==> src/sv/averaged_power_hysteresis_switch_assert.svh <==
// Assertion helpers for the averaged power hysteresis switch.
`ifndef AVERAGED_POWER_HYSTERESIS_SWITCH_ASSERT_SVH
`define AVERAGED_POWER_HYSTERESIS_SWITCH_ASSERT_SVH

// Consequent must hold in the same cycle as the antecedent.
`define APHS_ASSERT_SAME(label, ante, cons) \
  label: assert property (@(posedge clk) disable iff (rst) (ante) |-> (cons)) \
    else $error("aphs: same-cycle check failed");

// Consequent must hold in the cycle after the antecedent.
`define APHS_ASSERT_NEXT(label, ante, cons) \
  label: assert property (@(posedge clk) disable iff (rst) (ante) |=> (cons)) \
    else $error("aphs: next-cycle check failed");

`endif

==> src/sv/aphs_pkg.sv <==
package aphs_pkg;

  // Window geometry
  localparam int WINDOW_LEN = 5;
  localparam int SAMPLE_W   = 21;
  localparam int SUM_W      = SAMPLE_W + $clog2(WINDOW_LEN);
  localparam int MAG_W      = SUM_W - 1;
  localparam int FILL_W     = $clog2(WINDOW_LEN + 1);
  localparam int AVG_W      = 21;

  // Reciprocal for the divide by WINDOW_LEN
  localparam int          DIV_SHIFT = MAG_W + $clog2(WINDOW_LEN);
  localparam int          MULT_W    = MAG_W + 1;
  localparam int          PROD_W    = MAG_W + MULT_W;
  localparam logic [63:0] DIV_MULT  =
    ((64'd1 << DIV_SHIFT) + 64'(WINDOW_LEN) - 64'd1) / 64'(WINDOW_LEN);

  // Timing constants
  localparam logic [31:0] RETRY_MS      = 32'd5000;
  localparam logic [31:0] INTERVAL_DFLT = 32'd5000;
  localparam logic [31:0] INTERVAL_MAX  = 32'hFFFF_FFFF;

  // Register reset values
  localparam logic signed [20:0] ON_TH_RST  = -21'sd200;
  localparam logic signed [20:0] OFF_TH_RST = 21'sd200;

  // Configuration register indexes
  localparam logic [1:0] REG_ON_TH    = 2'd0;
  localparam logic [1:0] REG_OFF_TH   = 2'd1;
  localparam logic [1:0] REG_INTERVAL = 2'd2;
  localparam logic [1:0] REG_HONOR    = 2'd3;

  typedef enum logic [2:0] {
    CMD_SAMPLE   = 3'd0,
    CMD_EVALUATE = 3'd1,
    CMD_DONE     = 3'd2,
    CMD_ENABLE   = 3'd3,
    CMD_DISABLE  = 3'd4,
    CMD_SHUTDOWN = 3'd5
  } cmd_t;

  typedef enum logic [1:0] {
    ST_UNDEF = 2'd0,
    ST_ON    = 2'd1,
    ST_OFF   = 2'd2
  } confirm_t;

  typedef enum logic [1:0] {
    MODE_NORMAL    = 2'd0,
    MODE_IMMEDIATE = 2'd1,
    MODE_NEVER     = 2'd2
  } mode_t;

  // Sign-extend a sample to the running sum width
  function automatic logic signed [SUM_W-1:0] sext_sum(input logic [SAMPLE_W-1:0] s);
    return {{(SUM_W - SAMPLE_W){s[SAMPLE_W-1]}}, s};
  endfunction

  // Window sum divided by WINDOW_LEN, truncated toward zero
  function automatic logic signed [AVG_W-1:0] div_window(input logic signed [SUM_W-1:0] sum);
    logic              neg;
    logic [SUM_W-1:0]  mag_full;
    logic [MAG_W-1:0]  mag;
    logic [PROD_W-1:0] prod;
    logic [AVG_W-1:0]  quo;
    neg      = sum[SUM_W-1];
    mag_full = neg ? (~sum + 1'b1) : sum;
    mag      = mag_full[MAG_W-1:0];
    prod     = PROD_W'(mag) * PROD_W'(DIV_MULT[MULT_W-1:0]);
    quo      = AVG_W'(prod >> DIV_SHIFT);
    return neg ? (~quo + 1'b1) : quo;
  endfunction

endpackage

==> src/sv/averaged_power_hysteresis_switch.sv <==
// Averaged power hysteresis switch.
// Input channel (s_*): one transaction per command; s_tuser carries the
// command, s_tdata the meter values, time stamp and request result.
// Output channel (m_*): exactly one result transaction per input transaction,
// in order, with the request flags, confirmed state, window average and
// window-full flag.
// Configuration channel (cfg_*): always ready; writes thresholds, switch
// interval and the result-honor flag; write only while the block is idle.
// A result passes through the middle stage and then the output register.
// Throughput: one transaction per cycle while the receiver keeps up; the state
// update for an item is done in the cycle it is accepted, the average divide
// sits in the second register stage.
// Reset clears the sample window, returns registers to their defaults and
// leaves the block disabled with the confirmed state undefined.
// When the receiver stalls, the output register holds, the middle stage
// fills, and s_tready drops once both stages are occupied.
`include "averaged_power_hysteresis_switch_assert.svh"

module averaged_power_hysteresis_switch
  import aphs_pkg::*;
(
  input  logic        clk,
  input  logic        rst,
  // input stream
  input  logic        s_tvalid,
  output logic        s_tready,
  // [19:0] import_w, [39:20] export_w, [71:40] now_ms, [72] request_ok
  input  logic [79:0] s_tdata,
  // [2:0] command
  input  logic [2:0]  s_tuser,
  // output stream
  output logic        m_tvalid,
  input  logic        m_tready,
  // [0] request_valid, [1] request_on, [3:2] confirmed_state,
  // [24:4] average_w, [25] window_full
  output logic [31:0] m_tdata,
  // configuration write channel
  input  logic        cfg_valid,
  output logic        cfg_ready,
  input  logic [1:0]  cfg_index,
  input  logic [31:0] cfg_data
);

  // Configuration registers
  logic signed [20:0] on_threshold_w;
  logic signed [20:0] off_threshold_w;
  logic [31:0]        switch_interval_ms;
  logic               honor_result;

  // Block state
  logic [SAMPLE_W-1:0]     sample_window [WINDOW_LEN];
  logic [SAMPLE_W-1:0]     sample_window_next [WINDOW_LEN];
  logic signed [SUM_W-1:0] window_sum, window_sum_next;
  logic [FILL_W-1:0]       fill_count, fill_count_next;
  confirm_t                last_state, last_state_next;
  logic [31:0]             last_switch_ms, last_switch_ms_next;
  logic                    is_enabled, is_enabled_next;
  logic                    shutting_down, shutting_down_next;
  mode_t                   interval_mode, interval_mode_next;
  logic                    request_pending, request_pending_next;
  logic                    pending_on, pending_on_next;

  // Middle stage
  logic                    p_valid;
  logic                    p_req_valid;
  logic                    p_req_on;
  confirm_t                p_state;
  logic signed [SUM_W-1:0] p_sum;
  logic                    p_full;

  // Output stage
  logic                    o_req_valid;
  logic                    o_req_on;
  confirm_t                o_state;
  logic signed [AVG_W-1:0] o_avg;
  logic                    o_full;

  // Item decode
  logic                 s_accept;
  cmd_t                 cmd;
  logic [19:0]          import_w;
  logic [19:0]          export_w;
  logic [31:0]          now_ms;
  logic                 request_ok;
  logic [SAMPLE_W-1:0]  sample_w;
  logic                 full_now;
  logic signed [AVG_W-1:0] avg_now;
  logic [31:0]          eff_interval;
  logic [31:0]          elapsed_ms;
  logic                 issue_try;
  logic                 issue_want;
  logic                 want_on;
  logic                 issue_fire;
  logic                 issue_on;
  logic                 advance_o;

  assign cmd        = cmd_t'(s_tuser);
  assign import_w   = s_tdata[19:0];
  assign export_w   = s_tdata[39:20];
  assign now_ms     = s_tdata[71:40];
  assign request_ok = s_tdata[72];

  // Handshake chain
  assign advance_o = !m_tvalid || m_tready;
  assign s_tready  = !p_valid || advance_o;
  assign s_accept  = s_tvalid && s_tready;
  assign cfg_ready = 1'b1;

  // Current window view
  assign sample_w   = {1'b0, import_w} - {1'b0, export_w};
  assign full_now   = (fill_count == FILL_W'(WINDOW_LEN));
  assign avg_now    = div_window(window_sum);
  assign elapsed_ms = now_ms - last_switch_ms;

  // Pick the interval the current mode imposes
  always_comb begin
    case (interval_mode)
      MODE_IMMEDIATE: eff_interval = 32'd0;
      MODE_NEVER:     eff_interval = INTERVAL_MAX;
      default:        eff_interval = switch_interval_ms;
    endcase
  end

  // Apply one item to the state
  always_comb begin
    sample_window_next   = sample_window;
    window_sum_next      = window_sum;
    fill_count_next      = fill_count;
    last_state_next      = last_state;
    last_switch_ms_next  = last_switch_ms;
    is_enabled_next      = is_enabled;
    shutting_down_next   = shutting_down;
    interval_mode_next   = interval_mode;
    request_pending_next = request_pending;
    pending_on_next      = pending_on;
    issue_try            = 1'b0;
    issue_want           = 1'b0;
    want_on              = 1'b0;
    issue_fire           = 1'b0;
    issue_on             = 1'b0;

    if (s_accept) begin
      unique case (cmd)
        CMD_SAMPLE: begin
          if (is_enabled) begin
            for (int i = 0; i < WINDOW_LEN - 1; i++) begin
              sample_window_next[i] = sample_window[i+1];
            end
            sample_window_next[WINDOW_LEN-1] = sample_w;
            window_sum_next = window_sum - sext_sum(sample_window[0]) + sext_sum(sample_w);
            if (!full_now) begin
              fill_count_next = fill_count + 1'b1;
            end
          end
        end
        CMD_EVALUATE: begin
          if (is_enabled && !(shutting_down && interval_mode == MODE_NEVER) &&
              elapsed_ms >= eff_interval) begin
            issue_try = 1'b1;
            issue_want = (last_state == ST_ON);
            if (full_now) begin
              if (avg_now < on_threshold_w) begin
                issue_want = 1'b1;
              end
              if (off_threshold_w < avg_now) begin
                issue_want = 1'b0;
              end
            end
          end
        end
        CMD_DONE: begin
          if (request_pending) begin
            request_pending_next = 1'b0;
            if (request_ok || !honor_result) begin
              last_switch_ms_next = now_ms;
              last_state_next     = pending_on ? ST_ON : ST_OFF;
            end else begin
              last_switch_ms_next = now_ms + RETRY_MS - eff_interval;
            end
          end
        end
        CMD_ENABLE: begin
          if (!is_enabled) begin
            last_switch_ms_next = now_ms - eff_interval;
            is_enabled_next     = 1'b1;
          end
        end
        CMD_DISABLE: begin
          if (is_enabled) begin
            issue_try       = 1'b1;
            is_enabled_next = 1'b0;
          end
        end
        CMD_SHUTDOWN: begin
          if (is_enabled) begin
            shutting_down_next = 1'b1;
            if (last_state == ST_OFF) begin
              interval_mode_next = MODE_NEVER;
            end else begin
              last_state_next    = ST_UNDEF;
              interval_mode_next = MODE_IMMEDIATE;
              for (int i = 0; i < WINDOW_LEN; i++) begin
                sample_window_next[i] = '0;
              end
              window_sum_next = '0;
              fill_count_next = '0;
              issue_try       = 1'b1;
            end
          end
        end
        default: begin
        end
      endcase
    end

    // Issue a request unless already confirmed or one is outstanding
    if (issue_try) begin
      want_on = issue_want && !shutting_down_next;
      if (last_state_next != (want_on ? ST_ON : ST_OFF) && !request_pending) begin
        request_pending_next = 1'b1;
        pending_on_next      = want_on;
        issue_fire           = 1'b1;
        issue_on             = want_on;
      end
    end
  end

  // Hold configuration registers
  always_ff @(posedge clk) begin
    if (rst) begin
      on_threshold_w     <= ON_TH_RST;
      off_threshold_w    <= OFF_TH_RST;
      switch_interval_ms <= INTERVAL_DFLT;
      honor_result       <= 1'b1;
    end else if (cfg_valid && cfg_ready) begin
      unique case (cfg_index)
        REG_ON_TH:    on_threshold_w  <= cfg_data[20:0];
        REG_OFF_TH:   off_threshold_w <= cfg_data[20:0];
        REG_INTERVAL: switch_interval_ms <= (cfg_data == 32'd0) ? INTERVAL_DFLT : cfg_data;
        REG_HONOR:    honor_result    <= cfg_data[0];
        default: begin
        end
      endcase
    end
  end

  // Update block state
  always_ff @(posedge clk) begin
    if (rst) begin
      for (int i = 0; i < WINDOW_LEN; i++) begin
        sample_window[i] <= '0;
      end
      window_sum      <= '0;
      fill_count      <= '0;
      last_state      <= ST_UNDEF;
      last_switch_ms  <= '0;
      is_enabled      <= 1'b0;
      shutting_down   <= 1'b0;
      interval_mode   <= MODE_NORMAL;
      request_pending <= 1'b0;
      pending_on      <= 1'b0;
    end else begin
      sample_window   <= sample_window_next;
      window_sum      <= window_sum_next;
      fill_count      <= fill_count_next;
      last_state      <= last_state_next;
      last_switch_ms  <= last_switch_ms_next;
      is_enabled      <= is_enabled_next;
      shutting_down   <= shutting_down_next;
      interval_mode   <= interval_mode_next;
      request_pending <= request_pending_next;
      pending_on      <= pending_on_next;
    end
  end

  // Middle stage: capture request flags and the post-item window
  always_ff @(posedge clk) begin
    if (rst) begin
      p_valid <= 1'b0;
    end else if (s_tready) begin
      p_valid <= s_tvalid;
    end
  end

  always_ff @(posedge clk) begin
    if (s_accept) begin
      p_req_valid <= issue_fire;
      p_req_on    <= issue_on;
      p_state     <= last_state_next;
      p_sum       <= window_sum_next;
      p_full      <= (fill_count_next == FILL_W'(WINDOW_LEN));
    end
  end

  // Output stage: divide the window sum once the window is full and present the result
  always_ff @(posedge clk) begin
    if (rst) begin
      m_tvalid <= 1'b0;
    end else if (advance_o) begin
      m_tvalid <= p_valid;
    end
  end

  always_ff @(posedge clk) begin
    if (advance_o && p_valid) begin
      o_req_valid <= p_req_valid;
      o_req_on    <= p_req_on;
      o_state     <= p_state;
      o_avg       <= p_full ? div_window(p_sum) : '0;
      o_full      <= p_full;
    end
  end

  assign m_tdata = {6'd0, o_full, o_avg, o_state, o_req_on, o_req_valid};

  // Checks
  `APHS_ASSERT_SAME(a_req_on_needs_valid, m_tvalid && o_req_on, o_req_valid)
  `APHS_ASSERT_NEXT(a_issue_sets_pending, issue_fire, request_pending)
  `APHS_ASSERT_NEXT(a_idle_sample_keeps_sum,
                    s_accept && cmd == CMD_SAMPLE && !is_enabled, $stable(window_sum))
  `APHS_ASSERT_SAME(a_fill_bounded, s_accept, fill_count <= FILL_W'(WINDOW_LEN))

endmodule

==> config.mk <==
export PLATFORM = sky130hd
export DESIGN_NAME = averaged_power_hysteresis_switch
export DESIGN_NICKNAME = d
export VERILOG_FILES = /design/src/sv/aphs_pkg.sv /design/src/sv/averaged_power_hysteresis_switch.sv
export VERILOG_INCLUDE_DIRS = /design/src /design/src/sv
export SDC_FILE = /design/constraint.sdc
export NUM_CORES = 2
export LEC_CHECK = 0
export BUFFER_PORTS_ARGS = -buffer_cell sky130_fd_sc_hd__clkbuf_2
export CORE_UTILIZATION = 65
export CTS_BUF_LIST = sky130_fd_sc_hd__clkbuf_4
export DETAILED_ROUTE_END_ITERATION = 16
export HOLD_SLACK_MARGIN = 0.02
export PLACE_DENSITY = 0.83
export SYNTH_ARGS = -nofsm -noshare
export SYNTH_HDL_FRONTEND = slang
export SYNTH_SLANG_ARGS = --single-unit
==> constraint.sdc <==
create_clock -name clk -period 15.5 [get_ports clk]
set_input_delay 0 -clock clk [delete_from_list [all_inputs] [get_ports clk]]
set_output_delay 0 -clock clk [all_outputs]
set_load 0.1 [all_outputs]
Word-level counts from Yosys, hierarchy flattened. Index checks and enable logic that the tools add are counted.

Flip-flop bits (word level): 304. Input port bits: 122. Output and inout port bits: 35. Word-level logic and storage cells: 157.

Add/sub/neg operators: 12. $mul: 2. Order comparisons: 3. Eq/ne operators: 20. Multiplexer cells: 55. Bitwise operators: 4. Reductions and logical operators: 31.

Operators with widths (count): $mux 105 (3); $pmux 105 s2 (1); $mux 32 (4); $pmux 32 s2 (2); $mux 24 (4); $sub 32x32->32 (3); $mul 23x24->47 const B (2); $pmux 24 s2 (1); $add 23x1->23 const B (2); $mux 23 (2); $not 23->23 (2); $add 21x1->21 const B (2); $lt 21x21->1 (2); $mux 21 (2); $not 21->21 (2); $add 32x13->32 const B (1); $ge 32x32->1 (1); $logic_not 32->1 (1); $add 24x21->24 (1); $sub 24x21->24 (1); $sub 20x20->21 (1); $mux 1 (19); $mux 2 (8); $mux 3 (5); 22 further kinds (55).

Longest topological paths before layout.
Depth in word-level cells: 20. Gate-level depth with buffers: 49. Depth with buffers taken out: 49.

Least setup slack after synthesis. Ideal clock, no wire load.

Kind: register to register. From: reg window_sum[6]. To: reg p_req_on (data pin). Library setup time: 0.270 ns. Arrival time: 11.548 ns. Data required time: 15.230 ns. Setup slack: 3.682 ns. Stages on the path, launching flop included: 49. Buffers on the path: 1. Period minus slack after synthesis: 11.818 ns. Cell sequence: dfxtp_1 -> or4_1 -> or2_2 -> nor3_1 -> nand2b_1 -> or4_1 -> or3_1 -> o21ai_0 -> xnor2_1 -> and2_1 -> inv_1 -> fa_1 -> inv_1 -> fa_1 -> inv_1 -> fa_1 -> inv_1 -> fa_1 -> [13 not listed] -> or3b_4 -> or3_4 -> nand2_1 -> xnor2_1 -> inv_1 -> ha_1 -> nand4_1 -> nor2_1 -> a211oi_1 -> o41ai_1 -> maj3_1 -> maj3_1 -> maj3_1 -> maj3_1 -> nor2_1 -> nor4b_1 -> o21ai_1 -> nor3_2.

Word-level cells in the longest chain between the ends: 19. Elaborated cells on any way between the ends: 20. Classes of those cells: add/sub: 2; mul: 1; order compare: 2; eq/ne: 1; mux: 9; bitwise: 2; reduce/logical: 3.

RTL lines: start, declared (RTL line averaged_power_hysteresis_switch.sv:53) `logic signed [SUM_W-1:0] window_sum, window_sum_next;`; start signal, assigned (RTL line averaged_power_hysteresis_switch.sv:264) `window_sum <= window_sum_next;`; $not 23->23 (RTL line aphs_pkg.sv:67) `mag_full = neg ? (~sum + 1'b1) : sum;`; $add 23x1->23 (RTL line aphs_pkg.sv:67); $mux 23 * (RTL line aphs_pkg.sv:67); $mul 23x24->47 * (RTL line aphs_pkg.sv:69) `prod = PROD_W'(mag) * PROD_W'(DIV_MULT[MULT_W-1:0]);`; $not 21->21 (RTL line aphs_pkg.sv:71) `return neg ? (~quo + 1'b1) : quo;`; $add 21x1->21 (RTL line aphs_pkg.sv:71); $mux 21 * (RTL line aphs_pkg.sv:71); $lt 21x21->1 (RTL line averaged_power_hysteresis_switch.sv:162) `if (avg_now < on_threshold_w) begin`; [3 not listed]; $mux 1 * (RTL line averaged_power_hysteresis_switch.sv:157) `if (is_enabled && !(shutting_down && interval_mode == MODE_NEVER) &&`; $mux 1 * (RTL line averaged_power_hysteresis_switch.sv:143) `unique case (cmd)`; $mux 1 * (RTL line averaged_power_hysteresis_switch.sv:142) `if (s_accept) begin`; $logic_and 1x1->1 * (RTL line averaged_power_hysteresis_switch.sv:218) `want_on = issue_want && !shutting_down_next;`; $mux 2 (RTL line averaged_power_hysteresis_switch.sv:219) `if (last_state_next != (want_on ? ST_ON : ST_OFF) && !request_pending) begin`; $ne 2x2->1 (RTL line averaged_power_hysteresis_switch.sv:219); $logic_and 1x1->1 (RTL line averaged_power_hysteresis_switch.sv:219); $reduce_and 2->1 (no line); end signal, assigned (RTL line averaged_power_hysteresis_switch.sv:288) `p_req_on <= issue_on;`; end, declared (RTL line averaged_power_hysteresis_switch.sv:66) `logic p_req_on;`.

Mark *: on every way between the ends. The rest lies on a longest branch, timed or not. A chain may end at the register's enable or synchronous reset.

Worst setup path in the final report.
From: reg window_sum[5]. To: reg request_pending.

Word-level cells in the longest chain between the ends: 20. Elaborated cells on any way between the ends: 21. Classes of those cells: add/sub: 2; mul: 1; order compare: 2; eq/ne: 1; mux: 11; bitwise: 2; reduce/logical: 2.

RTL lines: $not 23->23 (RTL line aphs_pkg.sv:67); $add 23x1->23 (RTL line aphs_pkg.sv:67); $mux 23 * (RTL line aphs_pkg.sv:67); $mul 23x24->47 * (RTL line aphs_pkg.sv:69); $not 21->21 (RTL line aphs_pkg.sv:71); $add 21x1->21 (RTL line aphs_pkg.sv:71); $mux 21 * (RTL line aphs_pkg.sv:71); $lt 21x21->1 (RTL line averaged_power_hysteresis_switch.sv:162); [4 not listed]; $mux 1 * (RTL line averaged_power_hysteresis_switch.sv:143); $mux 1 * (RTL line averaged_power_hysteresis_switch.sv:142); $logic_and 1x1->1 * (RTL line averaged_power_hysteresis_switch.sv:218); $mux 2 * (RTL line averaged_power_hysteresis_switch.sv:219); $ne 2x2->1 * (RTL line averaged_power_hysteresis_switch.sv:219); $logic_and 1x1->1 * (RTL line averaged_power_hysteresis_switch.sv:219); $mux 1 * (RTL line averaged_power_hysteresis_switch.sv:219); $mux 1 * (RTL line averaged_power_hysteresis_switch.sv:217) `if (issue_try) begin`; end signal, assigned (RTL line averaged_power_hysteresis_switch.sv:271) `request_pending <= request_pending_next;`; end, declared (RTL line averaged_power_hysteresis_switch.sv:60) `logic request_pending, request_pending_next;`.

Marks and branches as above.

==> results.txt <==
----------------------------------------------------
[CTS]
  CTS Root Cell ... clkbuf_4
  Number of sinks handled by clock tree synthesis ... between 300 and 400
  H-tree depth ... 3
  Clock tree from TritonCTS ... built
  Number of buffers added by the clock tree synthesis step ... a little under 80
  Number of buffers inserted by post-CTS setup repair ... 0
  Clock Latency Late Sink ... between 0.8 and 0.9 ns
  Max clock buf depth ... 3
  Reg clk slew, reported paths ... 0.09 ns

[Worst setup path]
  Slowest cell on the critical path ... or4_1
  Critical Setup Path Class ... flop to flop
  Required time worst endpoint ... about 16 ns
  Arrival time at the worst endpoint ... approximately 14 ns
  Endpoint type of the worst setup path ... flop
  Buffering stage count on the worst path with inverters included ... 5
  Number of cells on the critical path ... 43
  Critical path peak fanout ... 6
  Startpoint type of the worst setup path ... flop
  Largest stage delay on the critical path ... roughly 0.55 ns
  Cell count of the worst reg-to-reg path ... 43
  Family of cells with the greatest summed delay on the critical path ... simple AND/OR/NAND/NOR gates
  Dominant cell type by count on the critical path ... fa_1

[Place]
  Final weighted congestion of routability-driven global placement ... just under 1
  Dpl ws ... roughly 2.4 ns
  Post-DP Area ... 0.0384 mm2
  HPWL Detailed ... 73000 um
  Number of port buffers ... 142

[Yosys]
  Most used DFF post-synth ... dfxtp_1
  Avg Synthesized Cell Area ... ~8.8 um2
  Post-synth EDFFs ... 55
  Sequential cell area fraction in the yosys report ... 17.9%
  Largest area contributor in the synthesized netlist ... ha_1
  Mapped Cells ... 4216
  Leading cell types by total area after synthesis ... ha_1, fa_1, dfxtp_1
  Number of distinct library cells after synthesis ... 99
  Synth async-reset ratio ... 0%
  Area share of the largest cell type after synthesis ... 20.7%
  Yosys warning count ... 0
  Number of storage elements in the synthesis netlist ... around 300
  Post-Syn Area ... between 0.03 and 0.04 mm2

[Min path]
  Type of the most critical hold path ... input port to flop
  Number of cells on the worst hold path ... 4

[Die]
  # IOs ... 157
  Die H ... 241 um
  X dimension of the die ... 241 um
  Number of rows in the core area ... slightly below 90
  Die Outline Area ... 0.0581 mm2
  Area of the placeable core ... between 0.05 and 0.06 mm2
  Starting density of the core ... 65.9%

[Routing]
  Routed vias/inst ... around 5.9
  Final wirelength ... 97700 um
  Remaining DRCs ... 0
  Count of TritonRoute iterations in the first routing pass ... 6
  Total number of vias ... 31.5k
  Number of nets with antenna violations after routing ... 0
  DR iter-0 viols ... 2181
  Routed wire length per instance ... between 15 and 20 um

[STA]
  Final setup violation count ... 0
  Slew of the pin with the lowest slew margin ... between 1 and 1.5 ns
  Final worst path period need ... approximately 13 ns
  Clock skew after layout ... between 0.1 and 0.15 ns
  Number of failing hold endpoints at the final stage ... 0
  Max-slew headroom at the worst pin ... a little under a quarter
  Final setup TNS ... 0 ns
  Pins over their slew limit ... 0
  Final setup slack of the worst path ... 2.25 ns
  Fmax ... around 75 MHz
  Final worst-path cycle share ... 85.5%
  RSZ-0062 raised after global routing ... false

[Job]
  Total of max-cap violations ... 0

[GRT]
  All-layer global routing usage ... 34.5%
  Largest net degree at the start of global routing ... 110
  Via count of the first global-routing pass ... ~32k
  Number of antenna violations at the first check in global routing ... 4
  Global-route wire length before repair ... around 160000 um
  Total congestion overflow after global routing ... 0

[Final layout]
  Nets ... roughly 5.6k
  Layout-stage area growth over the synthesis result ... 11.0%
  Sequential standard cell area ... about 0.0066 mm2
  Area of combinational cells with multiple inputs ... roughly 0.027 mm2
  Highest-count cells in the layout ignoring fill and taps ... inv_1, ha_1, fa_1
  Commonest non-fill, non-tap cell in the layout ... inv_1
  Number of filler cells placed in the layout ... between 4k and 5k
  Ratio of cells with drive above 1 in the final layout ... 7.70%
  Post-route cell area ... 0.0412 mm2

[Power]
  Overall power consumption ... just under 0.008 W
  Leak pwr ... roughly 20 nW
  Pwr Density ... between 150 and 200 mW/mm2
  Largest voltage drop on the vdd net ... roughly 0.42 mV

[Run status]
  Status ... complete, no violations

----------------------------------------------------
-- worst register-to-register path, delay by kind of cell, from the launching register on --
family	cells	cell delay (ns)
adders and majority gates	9	3.95
xor gates and xnor gates	3	1.01
buffers and inverters	5	0.41
DFF	1	0.38
and+or+nand+nor	16	5.11
muxes	2	0.34
AOI/OAI and AO/OA	8	1.93
-- state kept, by name, indices dropped and copies added (netlist names), 2 cells and up --
register and flops:
last_state 2, o_avg 21, window_sum 24, fill_count 3
p_sum 24, last_switch_ms 32, o_state 2, p_state 2
sample_window 105, interval_mode 2, off_threshold_w 21, on_threshold_w 21
switch_interval_ms 32
-- Yosys cell counts, drive strengths merged (8+ instances only) --
library cell and count:
o41ai 11, dfxtp 249, a21o 49, a21oi 245, a211oi 62, nand4 23
nand2 276, nor4 17, a21boi 18, xor2 58, o211ai 37, nor2b 63
inv 726, a2111oi 8, nand3b 10, or3 31, and3 30, fa 336
and2 31, nand2b 43, clkbuf 107, edfxtp 55, a22oi 103, o21a 21
buf 27, o21bai 26, o31a 10, a211o 23, xnor2 174, a31oi 19
a221oi 13, o31ai 28, mux2i 8, or4 11, nor2 272, nand3 46
o22ai 8, o21ai 161, ha 613, or2 18, nor3 52
-- per-layer routing --
| layer | part of all wire (%) | up-vias | routed length, um | GRT usage [%] |
|---|---|---|---|---|
| met5 | 0.027 | - | 26 | 1.09 |
| met3 | 7.3 | 296 | 7170 | 6.99 |
| met2 | 47 | 1230 | 45600 | 56.9 |
| met4 | 4.5 | 2 | 4390 | 15.7 |
| met1 | 41 | 15100 | 40500 | 43.3 |
| li1 | - | 14900 | - | - |
-- power breakdown --
| group | internal [W] | leakage (nW) | switching, W |
|---|---|---|---|
| registers | 0.000905 | 2.56 | 0.0000218 |
| clock network | 0.000365 | 0.591 | 0.000361 |
| logic | 0.00262 | 17.2 | 0.00368 |
-- per-stage QoR --
| stage | hold WS [ns] | instances | util [%] |
|---|---|---|---|
| after global placement | 0.229 | 5005 | 68.2 |
| after detailed placement | 0.234 | 5005 | 68.2 |
| after floorplan | 0.117 | 4221 | - |
| after global routing | 0.0489 | 5320 | 73.1 |
| final | 0.0596 | 5323 | 73.1 |
| after CTS | 0.0202 | 5315 | 73.1 |
-- logic make-up after synthesis --
logic type / count (synthesis) / synth area share, %
adders and majority gates: 956 / 39.0
and+or+nand+nor: 946 / 12.3
AOI/OAI and AO/OA: 906 / 16.3
buffers and inverters: 860 / 8.80
DFF: 304 / 17.9
xor gates and xnor gates: 232 / 5.51
muxes: 10 / 0.276
other: 2 / 0.0202
-- layout make-up --
| type | count | share of cell area (%) |
|---|---|---|
| Clock inverter | 24 | 0.401 |
| Timing Repair Buffer | 337 | 6.36 |
| Tap cell | 756 | 2.30 |
| Sequential cell | 304 | 16.1 |
| Clock buffer | 111 | 2.02 |
| Inverter | 726 | 6.61 |
| Multi-Input combinational cell | 3057 | 66.2 |
| Antenna cell | 8 | 0.0486 |
-- path summary, 6_finish.rpt --
check                startpoint                     to  slack, ns
setup / recovery  window_sum[5]        request_pending       2.25
setup reg to reg  window_sum[5]        request_pending       2.25
hold reg to reg        p_req_on               o_req_on       0.43
hold / removal      cfg_data[0]  switch_interval_ms[0]       0.06
-- repair_timing --
action	4_1_cts	5_1_grt
endpoints found under the hold margin	170	0
hold buffers	175	0
resized for setup	0	0
No activity file was read; power rests on OpenSTA's default activity.
